`src/bbvq_pkg.sv`:
```
`timescale 1ns / 1ps
// shared constants, codes and control structs for the bounding box vertex quantizer
// no dependencies; imported by every module of the block

package bbvq_pkg;

    localparam int COORD_BITS_DEF = 32;
    localparam int OUT_W          = 32;
    localparam int QP_W           = 5;
    localparam int QW             = 24;
    localparam int MARGIN_W       = 16;
    localparam int CFG_DATA_W     = 16;
    localparam int CFG_IDX_W      = 1;

    localparam logic [QP_W-1:0]     QP_MIN       = 5'd1;
    localparam logic [QP_W-1:0]     QP_MAX       = 5'd24;
    localparam logic [QP_W-1:0]     QP_RESET     = 5'd20;
    localparam logic [MARGIN_W-1:0] MARGIN_RESET = 16'd1311;

    // item operation codes
    localparam logic [1:0] OP_ADD     = 2'd0;
    localparam logic [1:0] OP_QUANT   = 2'd1;
    localparam logic [1:0] OP_DEQUANT = 2'd2;

    // configuration register indexes
    localparam logic [CFG_IDX_W-1:0] CFG_QUANT_BITS = 1'b0;
    localparam logic [CFG_IDX_W-1:0] CFG_BOX_MARGIN = 1'b1;

    // box update request from the sequencer
    typedef struct packed {
        logic add;
        logic restart;
    } box_upd_t;

    // per-axis lane command
    typedef struct packed {
        logic start;
        logic deq;
    } lane_ctrl_t;

endpackage

```
`src/bbvq_box.sv`:
```
`timescale 1ns / 1ps
// bounding box store plus registered extent / range pipeline
// depends on bbvq_pkg

module bbvq_box #(
    parameter int COORD_BITS = bbvq_pkg::COORD_BITS_DEF
) (
    input  logic                              clk,
    input  logic                              rst_n,
    input  bbvq_pkg::box_upd_t                upd,
    input  logic signed [COORD_BITS-1:0]      pt_x,
    input  logic signed [COORD_BITS-1:0]      pt_y,
    input  logic signed [COORD_BITS-1:0]      pt_z,
    input  logic [bbvq_pkg::MARGIN_W-1:0]     margin,
    output logic                              box_valid,
    output logic signed [COORD_BITS-1:0]      box_min_x,
    output logic signed [COORD_BITS-1:0]      box_min_y,
    output logic signed [COORD_BITS-1:0]      box_min_z,
    output logic [COORD_BITS+1:0]             range
);
    import bbvq_pkg::*;

    localparam int W  = COORD_BITS;
    localparam int EW = W + 1;
    localparam int RW = W + 2;

    localparam logic signed [W-1:0] CMAX = {1'b0, {(W-1){1'b1}}};
    localparam logic signed [W-1:0] CMIN = {1'b1, {(W-1){1'b0}}};

    logic signed [W-1:0] min_x_reg, min_y_reg, min_z_reg;
    logic signed [W-1:0] max_x_reg, max_y_reg, max_z_reg;
    logic signed [W-1:0] min_x_next, min_y_next, min_z_next;
    logic signed [W-1:0] max_x_next, max_y_next, max_z_next;
    logic                valid_reg, valid_next;

    logic [EW-1:0] ext_x_reg, ext_y_reg, ext_z_reg;
    logic [EW-1:0] emax_reg, emax_next, exy;
    logic [RW-1:0] range_reg;

    always_comb
    begin
        min_x_next = min_x_reg;
        min_y_next = min_y_reg;
        min_z_next = min_z_reg;
        max_x_next = max_x_reg;
        max_y_next = max_y_reg;
        max_z_next = max_z_reg;
        valid_next = valid_reg;
        if (upd.add)
        begin
            valid_next = 1'b1;
            if (upd.restart || !valid_reg)
            begin
                min_x_next = pt_x;
                min_y_next = pt_y;
                min_z_next = pt_z;
                max_x_next = pt_x;
                max_y_next = pt_y;
                max_z_next = pt_z;
            end
            else
            begin
                if (pt_x < min_x_reg) min_x_next = pt_x;
                if (pt_x > max_x_reg) max_x_next = pt_x;
                if (pt_y < min_y_reg) min_y_next = pt_y;
                if (pt_y > max_y_reg) max_y_next = pt_y;
                if (pt_z < min_z_reg) min_z_next = pt_z;
                if (pt_z > max_z_reg) max_z_next = pt_z;
            end
        end
    end

    always_ff @(posedge clk or negedge rst_n)
    begin
        if (!rst_n)
        begin
            min_x_reg <= CMAX;
            min_y_reg <= CMAX;
            min_z_reg <= CMAX;
            max_x_reg <= CMIN;
            max_y_reg <= CMIN;
            max_z_reg <= CMIN;
            valid_reg <= 1'b0;
        end
        else
        begin
            min_x_reg <= min_x_next;
            min_y_reg <= min_y_next;
            min_z_reg <= min_z_next;
            max_x_reg <= max_x_next;
            max_y_reg <= max_y_next;
            max_z_reg <= max_z_next;
            valid_reg <= valid_next;
        end
    end

    // largest extent, two compares
    assign exy       = (ext_x_reg >= ext_y_reg) ? ext_x_reg : ext_y_reg;
    assign emax_next = (exy >= ext_z_reg) ? exy : ext_z_reg;

    // extents, largest extent, padded range: one stage each
    always_ff @(posedge clk)
    begin
        ext_x_reg <= EW'(max_x_reg) - EW'(min_x_reg);
        ext_y_reg <= EW'(max_y_reg) - EW'(min_y_reg);
        ext_z_reg <= EW'(max_z_reg) - EW'(min_z_reg);
        emax_reg  <= emax_next;
        range_reg <= RW'(emax_reg) + RW'({margin, 1'b0});
    end

    assign box_valid = valid_reg;
    assign box_min_x = min_x_reg;
    assign box_min_y = min_y_reg;
    assign box_min_z = min_z_reg;
    assign range     = range_reg;

endmodule

```
`src/bbvq_lane.sv`:
```
`timescale 1ns / 1ps
// one axis: bit-serial restoring divider for quantize,
// shift-add multiplier and rounding shift for dequantize; depends on bbvq_pkg

module bbvq_lane #(
    parameter int COORD_BITS = bbvq_pkg::COORD_BITS_DEF
) (
    input  logic                              clk,
    input  logic                              rst_n,
    input  bbvq_pkg::lane_ctrl_t              ctrl,
    input  logic signed [COORD_BITS-1:0]      coord,
    input  logic signed [COORD_BITS-1:0]      box_min,
    input  logic [bbvq_pkg::MARGIN_W-1:0]     margin,
    input  logic [COORD_BITS+1:0]             range,
    input  logic [bbvq_pkg::QP_W-1:0]         qp,
    output logic                              done,
    output logic [bbvq_pkg::OUT_W-1:0]        res
);
    import bbvq_pkg::*;

    localparam int W  = COORD_BITS;
    localparam int DW = W + 2;
    localparam int RW = W + 2;
    localparam int PW = W + RW;
    localparam int SW = W + 3;
    localparam int XW = (W > OUT_W) ? W : OUT_W;
    localparam int CW = $clog2(((W > QW) ? W : QW) + 1);

    localparam logic signed [W-1:0] CMAX = {1'b0, {(W-1){1'b1}}};
    localparam logic signed [W-1:0] CMIN = {1'b1, {(W-1){1'b0}}};

    typedef enum logic [11:0] {
        L_IDLE  = 12'b000000000001,
        L_QSUB  = 12'b000000000010,
        L_QADD  = 12'b000000000100,
        L_QCMP  = 12'b000000001000,
        L_DIV   = 12'b000000010000,
        L_DABS  = 12'b000000100000,
        L_MUL   = 12'b000001000000,
        L_SHIFT = 12'b000010000000,
        L_FIX   = 12'b000100000000,
        L_DADD  = 12'b001000000000,
        L_SAT   = 12'b010000000000,
        L_DONE  = 12'b100000000000
    } lane_state_t;

    lane_state_t state_reg, state_next;
    logic [CW-1:0] cnt_reg, cnt_next;

    logic signed [DW-1:0] d_reg, d_next;
    logic signed [DW-1:0] lo_reg, lo_next;
    logic [RW-1:0]        r_reg, r_next;
    logic [QW-1:0]        q_reg, q_next;
    logic [W-1:0]         a_reg, a_next;
    logic [PW-1:0]        p_reg, p_next;
    logic [RW-1:0]        t_reg, t_next;
    logic signed [SW-1:0] s_reg, s_next;
    logic                 neg_reg, neg_next;
    logic                 sticky_reg, sticky_next;
    logic                 big_reg, big_next;
    logic [OUT_W-1:0]     res_reg, res_next;

    logic signed [DW-1:0] marg_ext;
    logic [RW:0]          r2, r2_sub, range_ext;
    logic                 div_ge;
    logic [RW:0]          mul_sum;
    logic [QW:0]          one_sh;
    logic [QW-1:0]        top_q;
    logic signed [SW-1:0] lo_ext, t_ext;
    logic                 s_ovf;
    logic signed [W-1:0]  sat_val;
    logic signed [XW-1:0] sat_wide;
    logic                 cnt_last;

    assign marg_ext  = signed'(DW'(margin));
    assign range_ext = {1'b0, range};
    assign r2        = {r_reg, 1'b0};
    assign r2_sub    = r2 - range_ext;
    assign div_ge    = (r2 >= range_ext);
    assign mul_sum   = {1'b0, p_reg[PW-1:W]} + (a_reg[0] ? range_ext : '0);
    assign one_sh    = (QW+1)'(1) << qp;
    assign top_q     = one_sh[QW-1:0] - QW'(1);
    assign lo_ext    = SW'(lo_reg);
    assign t_ext     = signed'({1'b0, t_reg});
    assign cnt_last  = (cnt_reg == CW'(1));

    // sum out of coordinate range when the guard bits disagree
    assign s_ovf = (s_reg[SW-1:W-1] != '0) && (s_reg[SW-1:W-1] != '1);

    always_comb
    begin
        if (big_reg)
            sat_val = neg_reg ? CMIN : CMAX;
        else if (s_ovf)
            sat_val = s_reg[SW-1] ? CMIN : CMAX;
        else
            sat_val = s_reg[W-1:0];
    end

    assign sat_wide = XW'(sat_val);

    always_comb
    begin
        state_next  = state_reg;
        cnt_next    = cnt_reg;
        d_next      = d_reg;
        lo_next     = lo_reg;
        r_next      = r_reg;
        q_next      = q_reg;
        a_next      = a_reg;
        p_next      = p_reg;
        t_next      = t_reg;
        s_next      = s_reg;
        neg_next    = neg_reg;
        sticky_next = sticky_reg;
        big_next    = big_reg;
        res_next    = res_reg;
        unique case (state_reg) inside
            L_IDLE, L_DONE:
            begin
                if (ctrl.start)
                    state_next = ctrl.deq ? L_DABS : L_QSUB;
            end
            L_QSUB:
            begin
                d_next     = DW'(coord) - DW'(box_min);
                state_next = L_QADD;
            end
            L_QADD:
            begin
                // distance from the padded minimum
                d_next     = d_reg + marg_ext;
                state_next = L_QCMP;
            end
            L_QCMP:
            begin
                if (d_reg[DW-1] || (d_reg == '0))
                begin
                    res_next   = '0;
                    state_next = L_DONE;
                end
                else if (d_reg[RW-1:0] >= range)
                begin
                    res_next   = OUT_W'(top_q);
                    state_next = L_DONE;
                end
                else
                begin
                    r_next     = d_reg[RW-1:0];
                    q_next     = '0;
                    cnt_next   = CW'(qp);
                    state_next = L_DIV;
                end
            end
            L_DIV:
            begin
                // one quotient bit per cycle
                r_next   = div_ge ? r2_sub[RW-1:0] : r2[RW-1:0];
                q_next   = {q_reg[QW-2:0], div_ge};
                cnt_next = cnt_reg - CW'(1);
                if (cnt_last)
                begin
                    res_next   = OUT_W'(q_next);
                    state_next = L_DONE;
                end
            end
            L_DABS:
            begin
                neg_next    = coord[W-1];
                a_next      = coord[W-1] ? (~coord + 1'b1) : coord;
                lo_next     = DW'(box_min) - marg_ext;
                p_next      = '0;
                sticky_next = 1'b0;
                cnt_next    = CW'(W);
                state_next  = L_MUL;
            end
            L_MUL:
            begin
                // multiplier bits lsb first, partial product shifts right
                p_next   = {mul_sum, p_reg[W-1:1]};
                a_next   = a_reg >> 1;
                cnt_next = cnt_reg - CW'(1);
                if (cnt_last)
                begin
                    cnt_next   = CW'(qp);
                    state_next = L_SHIFT;
                end
            end
            L_SHIFT:
            begin
                // divide by 2^qp, remember any bit dropped
                sticky_next = sticky_reg | p_reg[0];
                p_next      = p_reg >> 1;
                cnt_next    = cnt_reg - CW'(1);
                if (cnt_last)
                    state_next = L_FIX;
            end
            L_FIX:
            begin
                // negative values round toward minus infinity
                t_next     = {1'b0, p_reg[W:0]} + RW'(neg_reg & sticky_reg);
                big_next   = |p_reg[PW-1:W+1];
                state_next = L_DADD;
            end
            L_DADD:
            begin
                s_next     = neg_reg ? (lo_ext - t_ext) : (lo_ext + t_ext);
                state_next = L_SAT;
            end
            L_SAT:
            begin
                res_next   = sat_wide[OUT_W-1:0];
                state_next = L_DONE;
            end
            default:
            begin
                state_next = L_IDLE;
            end
        endcase
    end

    always_ff @(posedge clk or negedge rst_n)
    begin
        if (!rst_n)
        begin
            state_reg <= L_IDLE;
            cnt_reg   <= '0;
        end
        else
        begin
            state_reg <= state_next;
            cnt_reg   <= cnt_next;
        end
    end

    always_ff @(posedge clk)
    begin
        d_reg      <= d_next;
        lo_reg     <= lo_next;
        r_reg      <= r_next;
        q_reg      <= q_next;
        a_reg      <= a_next;
        p_reg      <= p_next;
        t_reg      <= t_next;
        s_reg      <= s_next;
        neg_reg    <= neg_next;
        sticky_reg <= sticky_next;
        big_reg    <= big_next;
        res_reg    <= res_next;
    end

    assign done = (state_reg == L_DONE);
    assign res  = res_reg;

endmodule

```
`src/bounding_box_vertex_quantizer_core.sv`:
```
`timescale 1ns / 1ps
// top level of the bounding box vertex quantizer: sequencer, config registers,
// output register; depends on bbvq_pkg, bbvq_box and bbvq_lane

// The block keeps an axis-aligned bounding box of Q16.16 points and maps
// points to and from a 2^qp integer grid spanning that box, padded by the
// margin on each side. An add item (op 0) updates the box at acceptance and
// gives no result; the next item can follow in the very next cycle. A
// quantize item runs through the bit-serial restoring divider, which produces
// one quantized bit per cycle in each axis lane; a point outside the padded
// box skips the divider. A dequantize item runs through the shift-add
// multiplier (one bit of the grid value per cycle) followed by the
// one-bit-per-cycle shift by qp. Before either, the sequencer passes through
// S_PRE1, S_PRE2 and S_START while the registered extent / range pipeline
// settles. Quantize or dequantize before any box is built returns a zero
// item with no_box set through the S_EMPTY state, once the output register
// is free. One item is in flight at a time;
// a finished result sits in the output register so the next item can be
// accepted while it waits to be taken.

module bounding_box_vertex_quantizer_core #(
    parameter int COORD_BITS = bbvq_pkg::COORD_BITS_DEF
) (
    input  logic                                  clk,
    input  logic                                  rst_n,
    // configuration write port
    input  logic                                  cfg_we,
    input  logic [bbvq_pkg::CFG_IDX_W-1:0]        cfg_index,
    input  logic [bbvq_pkg::CFG_DATA_W-1:0]       cfg_data,
    // input item channel
    input  logic                                  in_valid,
    output logic                                  in_stall,
    input  logic [1:0]                            op,
    input  logic                                  first,
    input  logic signed [COORD_BITS-1:0]          coord_x,
    input  logic signed [COORD_BITS-1:0]          coord_y,
    input  logic signed [COORD_BITS-1:0]          coord_z,
    // result item channel
    output logic                                  out_valid,
    input  logic                                  out_stall,
    output logic signed [bbvq_pkg::OUT_W-1:0]     out_x,
    output logic signed [bbvq_pkg::OUT_W-1:0]     out_y,
    output logic signed [bbvq_pkg::OUT_W-1:0]     out_z,
    output logic                                  no_box
);
    import bbvq_pkg::*;

    localparam int W  = COORD_BITS;
    localparam int RW = W + 2;

    // sequencer states
    typedef enum logic [5:0] {
        S_IDLE  = 6'b000001,
        S_PRE1  = 6'b000010,
        S_PRE2  = 6'b000100,
        S_START = 6'b001000,
        S_RUN   = 6'b010000,
        S_EMPTY = 6'b100000
    } seq_state_t;

    seq_state_t state_reg, state_next;

    // configuration
    logic [QP_W-1:0]     quant_bits_reg;
    logic [MARGIN_W-1:0] box_margin_reg;
    logic [QP_W-1:0]     qp_eff;

    // held item
    logic                deq_reg, deq_next;
    logic signed [W-1:0] x_reg, y_reg, z_reg;

    // output register
    logic                out_valid_reg, out_valid_next;
    logic [OUT_W-1:0]    out_x_reg, out_y_reg, out_z_reg;
    logic [OUT_W-1:0]    out_x_next, out_y_next, out_z_next;
    logic                no_box_reg, no_box_next;
    logic                out_free, load;

    logic                accept;
    box_upd_t            box_upd;
    lane_ctrl_t          lane_ctrl;
    logic                box_valid;
    logic signed [W-1:0] box_min_x, box_min_y, box_min_z;
    logic [RW-1:0]       range;
    logic                done_x, done_y, done_z, all_done;
    logic [OUT_W-1:0]    res_x, res_y, res_z;

    assign in_stall = (state_reg != S_IDLE);
    assign accept   = in_valid && !in_stall;

    // out-of-range qp clamps to 1..24
    always_comb
    begin
        if (quant_bits_reg < QP_MIN)
            qp_eff = QP_MIN;
        else if (quant_bits_reg > QP_MAX)
            qp_eff = QP_MAX;
        else
            qp_eff = quant_bits_reg;
    end

    // config writes land at the edge they are offered
    always_ff @(posedge clk or negedge rst_n)
    begin
        if (!rst_n)
        begin
            quant_bits_reg <= QP_RESET;
            box_margin_reg <= MARGIN_RESET;
        end
        else if (cfg_we)
        begin
            unique case (cfg_index)
                CFG_QUANT_BITS: quant_bits_reg <= cfg_data[QP_W-1:0];
                CFG_BOX_MARGIN: box_margin_reg <= cfg_data[MARGIN_W-1:0];
                default:        ;
            endcase
        end
    end

    // an add item updates the box directly at acceptance
    assign box_upd.add     = accept && (op == OP_ADD);
    assign box_upd.restart = first;

    assign lane_ctrl.start = (state_reg == S_START);
    assign lane_ctrl.deq   = deq_reg;

    assign all_done = done_x && done_y && done_z;
    assign out_free = !out_valid_reg || !out_stall;

    always_comb
    begin
        state_next  = state_reg;
        deq_next    = deq_reg;
        load        = 1'b0;
        out_x_next  = out_x_reg;
        out_y_next  = out_y_reg;
        out_z_next  = out_z_reg;
        no_box_next = no_box_reg;
        unique case (state_reg)
            S_IDLE:
            begin
                if (accept)
                begin
                    case (op) inside
                        OP_QUANT, OP_DEQUANT:
                        begin
                            deq_next   = (op == OP_DEQUANT);
                            state_next = box_valid ? S_PRE1 : S_EMPTY;
                        end
                        default: ;
                    endcase
                end
            end
            // range pipeline settles over these cycles
            S_PRE1:  state_next = S_PRE2;
            S_PRE2:  state_next = S_START;
            S_START: state_next = S_RUN;
            S_RUN:
            begin
                if (all_done && out_free)
                begin
                    load        = 1'b1;
                    out_x_next  = res_x;
                    out_y_next  = res_y;
                    out_z_next  = res_z;
                    no_box_next = 1'b0;
                    state_next  = S_IDLE;
                end
            end
            S_EMPTY:
            begin
                if (out_free)
                begin
                    load        = 1'b1;
                    out_x_next  = '0;
                    out_y_next  = '0;
                    out_z_next  = '0;
                    no_box_next = 1'b1;
                    state_next  = S_IDLE;
                end
            end
            default:
            begin
                state_next = S_IDLE;
            end
        endcase
    end

    always_comb
    begin
        if (load)
            out_valid_next = 1'b1;
        else if (out_stall)
            out_valid_next = out_valid_reg;
        else
            out_valid_next = 1'b0;
    end

    always_ff @(posedge clk or negedge rst_n)
    begin
        if (!rst_n)
        begin
            state_reg     <= S_IDLE;
            deq_reg       <= 1'b0;
            out_valid_reg <= 1'b0;
        end
        else
        begin
            state_reg     <= state_next;
            deq_reg       <= deq_next;
            out_valid_reg <= out_valid_next;
        end
    end

    // item payload and result payload
    always_ff @(posedge clk)
    begin
        if (accept)
        begin
            x_reg <= coord_x;
            y_reg <= coord_y;
            z_reg <= coord_z;
        end
        out_x_reg  <= out_x_next;
        out_y_reg  <= out_y_next;
        out_z_reg  <= out_z_next;
        no_box_reg <= no_box_next;
    end

    bbvq_box #(
        .COORD_BITS (COORD_BITS)
    ) u_box (
        .clk       (clk),
        .rst_n     (rst_n),
        .upd       (box_upd),
        .pt_x      (coord_x),
        .pt_y      (coord_y),
        .pt_z      (coord_z),
        .margin    (box_margin_reg),
        .box_valid (box_valid),
        .box_min_x (box_min_x),
        .box_min_y (box_min_y),
        .box_min_z (box_min_z),
        .range     (range)
    );

    // one serial lane per axis, all sharing the same range and qp
    bbvq_lane #(
        .COORD_BITS (COORD_BITS)
    ) u_lane_x (
        .clk     (clk),
        .rst_n   (rst_n),
        .ctrl    (lane_ctrl),
        .coord   (x_reg),
        .box_min (box_min_x),
        .margin  (box_margin_reg),
        .range   (range),
        .qp      (qp_eff),
        .done    (done_x),
        .res     (res_x)
    );

    bbvq_lane #(
        .COORD_BITS (COORD_BITS)
    ) u_lane_y (
        .clk     (clk),
        .rst_n   (rst_n),
        .ctrl    (lane_ctrl),
        .coord   (y_reg),
        .box_min (box_min_y),
        .margin  (box_margin_reg),
        .range   (range),
        .qp      (qp_eff),
        .done    (done_y),
        .res     (res_y)
    );

    bbvq_lane #(
        .COORD_BITS (COORD_BITS)
    ) u_lane_z (
        .clk     (clk),
        .rst_n   (rst_n),
        .ctrl    (lane_ctrl),
        .coord   (z_reg),
        .box_min (box_min_z),
        .margin  (box_margin_reg),
        .range   (range),
        .qp      (qp_eff),
        .done    (done_z),
        .res     (res_z)
    );

    assign out_valid = out_valid_reg;
    assign out_x     = signed'(out_x_reg);
    assign out_y     = signed'(out_y_reg);
    assign out_z     = signed'(out_z_reg);
    assign no_box    = no_box_reg;

endmodule

```
`config.mk`:
```
export PLATFORM = sky130hd
export DESIGN_NAME = bounding_box_vertex_quantizer_core
export DESIGN_NICKNAME = d
export VERILOG_FILES = /design/src/bbvq_pkg.sv /design/src/bbvq_box.sv /design/src/bbvq_lane.sv /design/src/bounding_box_vertex_quantizer_core.sv
export SDC_FILE = /design/constraint.sdc
export NUM_CORES = 2
export LEC_CHECK = 0
export ABC_CLOCK_PERIOD_IN_PS = 11800
export BUFFER_PORTS_ARGS = -buffer_cell sky130_fd_sc_hd__buf_2
export CAP_MARGIN = 20
export CORE_MARGIN = 5
export CORE_UTILIZATION = 45
export CTS_CLUSTER_DIAMETER = 100
export DETAILED_ROUTE_END_ITERATION = 16
export REMOVE_ABC_BUFFERS = 1
export SKIP_CTS_REPAIR_TIMING = 1
export SLEW_MARGIN = 20
export SYNTH_ARGS = -nofsm -noshare
export SYNTH_HDL_FRONTEND = slang
export SYNTH_SLANG_ARGS = --single-unit
```
`constraint.sdc`:
```
create_clock -name clk -period 11.8 [get_ports clk]
set_input_delay 1.77 -clock clk [delete_from_list [all_inputs] [get_ports clk]]
set_output_delay 1.77 -clock clk [all_outputs]
set_load 0.02 [all_outputs]
```
-- Word level (Yosys, flattened, before mapping)
Index checks and enable logic that the tools add are counted.
W data, S select, Z words.
- add/sub/neg operators: 35
- magnitude comparators: 16
- equal/unequal tests: 77
- shift operators: 1
- multiplexer cells: 135
- bitwise operators: 10
- reductions and logical operators: 85
- operators by type and width (cell ; number):
    $mux W32 ; 40
    $pmux W66 S3 ; 3
    $mux W34 ; 12
    $pmux W34 S2 ; 6
    $pmux W12 S11 ; 3
    $pmux W32 S2 ; 6
    $pmux W32 S3 ; 3
    $sub A32 B32 Y33 ; 6
    $mux W12 ; 16
    $mux W23 ; 6
    $pmux W23 S2 ; 3
    $add A33 B35 Y35 ; 3
    $add A34 B35 Y35 ; 3
    $ge A35 B34 Y1 ; 3
    $mux W35 ; 3
    $sub A33 B35 Y35 ; 3
    $add A33 B34 Y34 ; 3
    $add A34 B17 Y34 ; 3
    $ge A34 B34 Y1 ; 3
    $logic_not A34 Y1 ; 3
    $sub A34 B34 Y34 ; 3
    $reduce_or A33 Y1 ; 3
    $sub A32 B17 Y33 ; 3
    $add A32 B1 Y32 const B ; 3
    other kinds (56) ; 216
- register bits: 1613
- input bits: 121
- output and inout bits: 99
- logic and storage cells: 425

-- Depth between registers and ports, before layout
- depth in word-level cells: 8
- mapped depth: 24
- mapped depth without buffers: 22

-- Cells and area by module
From an unflattened synthesis, not the netlist that was laid out.
- cells, all modules: 11218
- area total of the unflattened synthesis: 109836.6 um^2
- modules (own cells, without submodules) (module ; instances ; cells each ; area an instance (um^2) ; seq. area each (um^2)):
    bbvq_lane at u_lane_x ... ; 2 ; 2847 ; 26180.1 ; 10241.1
    bbvq_lane at u_lane_z ; 1 ; 2767 ; 25887.3 ; 10241.1
    bbvq_box ; 1 ; 2355 ; 23790.3 ; 8272.9
    bounding_box_vertex_quantizer_core ; 1 ; 402 ; 7798.7 ; 6533.8

-- Worst setup path before layout
Ideal clock, no wire load.
- path kind: input to register
- start: input out_stall
- end: register no_box_reg, in the netlist no_box (enable)
- setup time: 0.585 ns
- arrival: 7.249 ns
- required time: 11.215 ns
- path slack: 3.967 ns
- stages: 6
- path buffers: 0
- path through: nand2_1 > nand3_1 > or4_1 > nand2b_1 > o21ai_0 > a21oi_1
- cells in the longest elaborated chain, start to end: 5
- elaborated cells between the ends (all ways): 6
- those cells by class: eq/ne: 2; reduce/logical: 4
- ends and longest elaborated chain (item ; line ; source):
    start, declared ; bounding_box_vertex_quantizer_core.sv:40 ; input logic out_stall,
    $logic_not A1 Y1 (*) ; bounding_box_vertex_quantizer_core.sv:128 ; assign out_free = !out_valid_reg || !out_stall;
    $logic_or A1 B1 Y1 (*) ; bounding_box_vertex_quantizer_core.sv:128 ;
    $logic_and A1 B1 Y1 ; bounding_box_vertex_quantizer_core.sv:160 ; if (all_done && out_free)
    $ne A2 B2 Y1 (no line) ; - ;
    $reduce_and A3 Y1 (no line) (*) ; - ;
    end signal, assigned ; bounding_box_vertex_quantizer_core.sv:227 ; no_box_reg <= no_box_next;
    end, declared ; bounding_box_vertex_quantizer_core.sv:76 ; logic no_box_reg, no_box_next;
Every way passes the cells marked *; elsewhere a longest branch is shown, timed or not.
A chain may end at the register's enable or synchronous reset.

-- Final worst setup path
- start: register u_box.ext_x_reg[0]
- end: register u_box.emax_reg[9]
- cells in the longest elaborated chain, start to end: 4
- ends and longest elaborated chain (item ; line ; source):
    start, declared ; bbvq_box.sv:36 ; logic [EW-1:0] ext_x_reg, ext_y_reg, ext_z_reg;
    start signal, assigned ; bbvq_box.sv:104 ; ext_x_reg <= EW'(max_x_reg) - EW'(min_x_reg);
    $ge A33 B33 Y1 ; bbvq_box.sv:98 ; assign exy = (ext_x_reg >= ext_y_reg) ? ext_x_reg : ext_y_reg;
    $mux W33 (*) ; bbvq_box.sv:98 ;
    $ge A33 B33 Y1 ; bbvq_box.sv:99 ; assign emax_next = (exy >= ext_z_reg) ? exy : ext_z_reg;
    $mux W33 (*) ; bbvq_box.sv:99 ;
    net u_box.emax_next[9] ; bbvq_box.sv:37 ; logic [EW-1:0] emax_reg, emax_next, exy;
    end signal, assigned ; bbvq_box.sv:107 ; emax_reg <= emax_next;
    end, declared ; bbvq_box.sv:37 ;
Mark *: on every way through the listed nets, which the timed path passes. The rest lies on a longest branch.

==> reports/qor.yml <==
global_route:
  grt_pass1_wl_um: 508100
  gr-usage-all-layers_pct: 27.30
  grt_overflow: 0
  grt_max_degree: 115
  grt_pass1_vias: 78918
  antenna_found_initial: 38
synth:
  synth_top_area_share_pct: 33.08
  synthCells: 10688
  yosysTopAreaCell: "edfxtp_1"
  yosys.cell_types.count: 87
  synthFlopType: "edfxtp_1"
  yosys_warnings: 0
  ys_ff_latch: 1613
  ys_seq_area_share_pct: 42.83
  synthTopCellsByArea: "edfxtp_1, ha_1, xnor2_1"
  synth_edf_count: 1171
  synth.avg_cell_area_um2: 9.946
  netlist_area_um2: 106300
  synthArstFlopShare_pct: 17.11
die:
  initial_utilization_pct: 45.20
  coreArea_um2: 235200
  fp.dieArea_um2: 246000
  rows: 178
  fp.dieW_um: 496.0
  die_y_um: 496.0
  boundaryPins: 220
detailed_routing:
  routed_wl_um: 347000
  via_per_inst: 5.911
  dr.pass1.iters: 6
  vias: 84261
  ant_nets: 0
  wl_per_cell_um: 24.34
  drc: 0
  drt-initial-drc-count: 8168
timing:
  rsz0062_at_grt: "false"
  setup_viol: 0
  worst_pin_slew_ns: 1.297
  fin_skew_ns: 0.03830
  finalWorstSetupSlack_ns: 5.819
  post-route-period-util_pct: 50.68
  hold_ws_ns: 0.3269
  hold_viol: 0
  max_freq_ghz: 0.1672
  slew-limit-headroom_pct: 12.76
  finalWorstPathRequiredPeriod_ns: 5.981
  setup_tns_ns: 0
  maxSlewViolCount: 0
power_and_ir_drop:
  power.density_nw_per_um2: 270.1
  swShare_pct: 45.03
  p_switching_mw: 14.32
  ir_worst_vdd_mv: 0.1597
  seq_power_share_pct: 29.2
  power.share.clock_pct: 18.7
  p_int_mw: 17.48
  p_leak_nw: 47.91
  comb_power_share_pct: 52.1
worst_setup_path:
  crit_type: "reg2reg"
  required_ns: 12.56
  ff2ff_path_depth: 24
  cp-start-kind: "flip-flop"
  reg2reg_slack_ns: 5.82
  arrival_ns: 6.74
  cp_max_fo: 20
  r2r-end: "u_box.emax_reg[9]$_DFF_P_"
  regToRegStartpoint: "u_box.ext_x_reg[0]$_DFF_P_"
  cp-end-kind: "flip-flop"
cells_and_area:
  fin_cells: 14255
  ff_latch_area_um2: 45530
  syn_to_final_growth_pct: 10.72
  nets: 12032
  mostFrequentLayoutCell: "edfxtp_1"
  drive_gt1_share_pct: 10.11
  finalInstanceArea_um2: 117700
  final_cell_mix: "edfxtp_1, ha_1, nand2_1"
  fill_cells: 21556
  multi_input_area_um2: 57850
clocking:
  cts_root_buf: "clkbuf_16"
  cts.clk_slew.worst_paths_ns: 0.06
  clockBufferDepth: 3
  cts_max_level: 4
  cts_buffers: 186
  cts.sinks: 1613
  insertion_delay_ns: 0.90
  cts_tree: "yes"
placed_design:
  dp_slack_ns: 5.878
  post_dp_cell_area_um2: 111300
  port_buffers: 219
  hpwlAfterDp_um: 271300
  place.gp.congestion: 0.9782
  dp_cells: 13862
flow_run:
  drv_cap: 0
min_path:
  min_path_type: "reg2reg"
  min_path_cells: 0
  hp-start: "u_box.emax_reg[0]$_DFF_P_"
  whs_endpoint: "u_box.range[0]$_DFF_P_"
outcome:
  run_status: "finished, final reports clean"
[cell usage after synthesis (all sizes together), types with 114 or more instances]
cell and number:
xor2 344, nand2 834, dfrtp 167, nor2 681
edfxtp 1171, a21oi 808, ha 988, o21a 120
xnor2 539, o21ai 768, nand2b 144, mux2 271
nand3 238, nor2b 122, clkbuf 269, inv 561
a21o 316, nor4 114, and2 407, dfxtp 166
nor3 181, nand4 164
[layout make-up]
type / instances / area share [%]
antenna: 44 / 0.09355
clock buffer: 222 / 4.182
clock inverter: 126 / 1.127
inverter: 562 / 1.792
multi-input combinational: 8215 / 49.15
sequential: 1613 / 38.68
tap: 3150 / 3.349
timing repair buffer: 323 / 1.624
[worst max path at each step]
| stage | from | endpoint | cells past startpoint |
|---|---|---|---|
| finish | u_box.ext_x_reg[0]$_DFF_P_ | u_box.emax_reg[9]$_DFF_P_ | 24 |
| CTS | u_box.ext_x_reg[0]$_DFF_P_ | u_box.emax_reg[9]$_DFF_P_ | 24 |
| global route | u_box.ext_x_reg[0]$_DFF_P_ | u_box.emax_reg[9]$_DFF_P_ | 24 |
| global placement | u_box.ext_x_reg[0]$_DFF_P_ | u_box.emax_reg[26]$_DFF_P_ | 24 |
| floorplan | out_stall | no_box$_DFFE_PP_ | 6 |
| detailed placement | u_box.ext_x_reg[0]$_DFF_P_ | u_box.emax_reg[26]$_DFF_P_ | 24 |
[metrics by stage]
step / total power, mW / utilization, %
global route: 33.64 / 50.03
floorplan: 19.62 / -
detailed placement: 25.54 / 47.32
CTS: 31.62 / 49.98
global placement: 25.24 / 47.32
finish: 31.79 / 50.04
[power by group through the flow]
| stage | Sequential [mW] | Combinational (mW) | Clock [mW] |
|---|---|---|---|
| 6_report | 9.29 | 16.6 | 5.95 |
| 5_1_grt | 9.35 | 18.0 | 6.29 |
| 4_1_cts | 9.22 | 16.3 | 6.07 |
| 3_5_place_dp | 9.34 | 16.2 | 0 |
| 3_3_place_gp | 9.31 | 15.9 | 0 |
| 2_1_floorplan | 8.57 | 11.0 | 0 |
[per-layer routing]
layer | vias to the layer above | wire (µm) | GRT usage, %
li1 | 39700 | - | -
met1 | 40895 | 159800 | 40.05
met2 | 3119 | 146600 | 39.97
met3 | 539 | 24280 | 3.800
met4 | 8 | 16220 | 12.36
met5 | - | 55 | 0
[critical path, stage by stage (launching register included)]
cell and delay (ns):
dfxtp_1 0.33, inv_1 0.05, ha_1 0.25, nand2b_1 0.14, a2111oi_0 0.46, nor3_1 0.15
a311oi_1 0.31, o21ai_0 0.20, a211o_1 0.29, a21oi_1 0.23, a211oi_4 0.07, buf_4 0.24
mux2_2 0.31, ha_1 0.29, nor2b_1 0.13, o21ai_0 0.18, nand2_1 0.07, a21oi_1 0.17
nor2b_1 0.06, o21ai_0 0.23, a21oi_1 0.11, o311ai_0 0.35, nand2_1 0.50, buf_4 0.42
mux2_2 0.31
[logic make-up (layout without fill, tap and decap cells)]
family	after synthesis	in the layout	share of synthesized area (%)
simple gates	3271	3271	15.53
compound gates	2713	2713	15.78
flops	1613	1613	42.83
fa+ha+maj	1010	1010	12.04
xor+xnor	883	883	7.275
buf+inv	860	1233	3.043
mux	337	337	3.492
other cells	1	45	0.003528
Note: power is estimated with default switching activity, not from simulation.
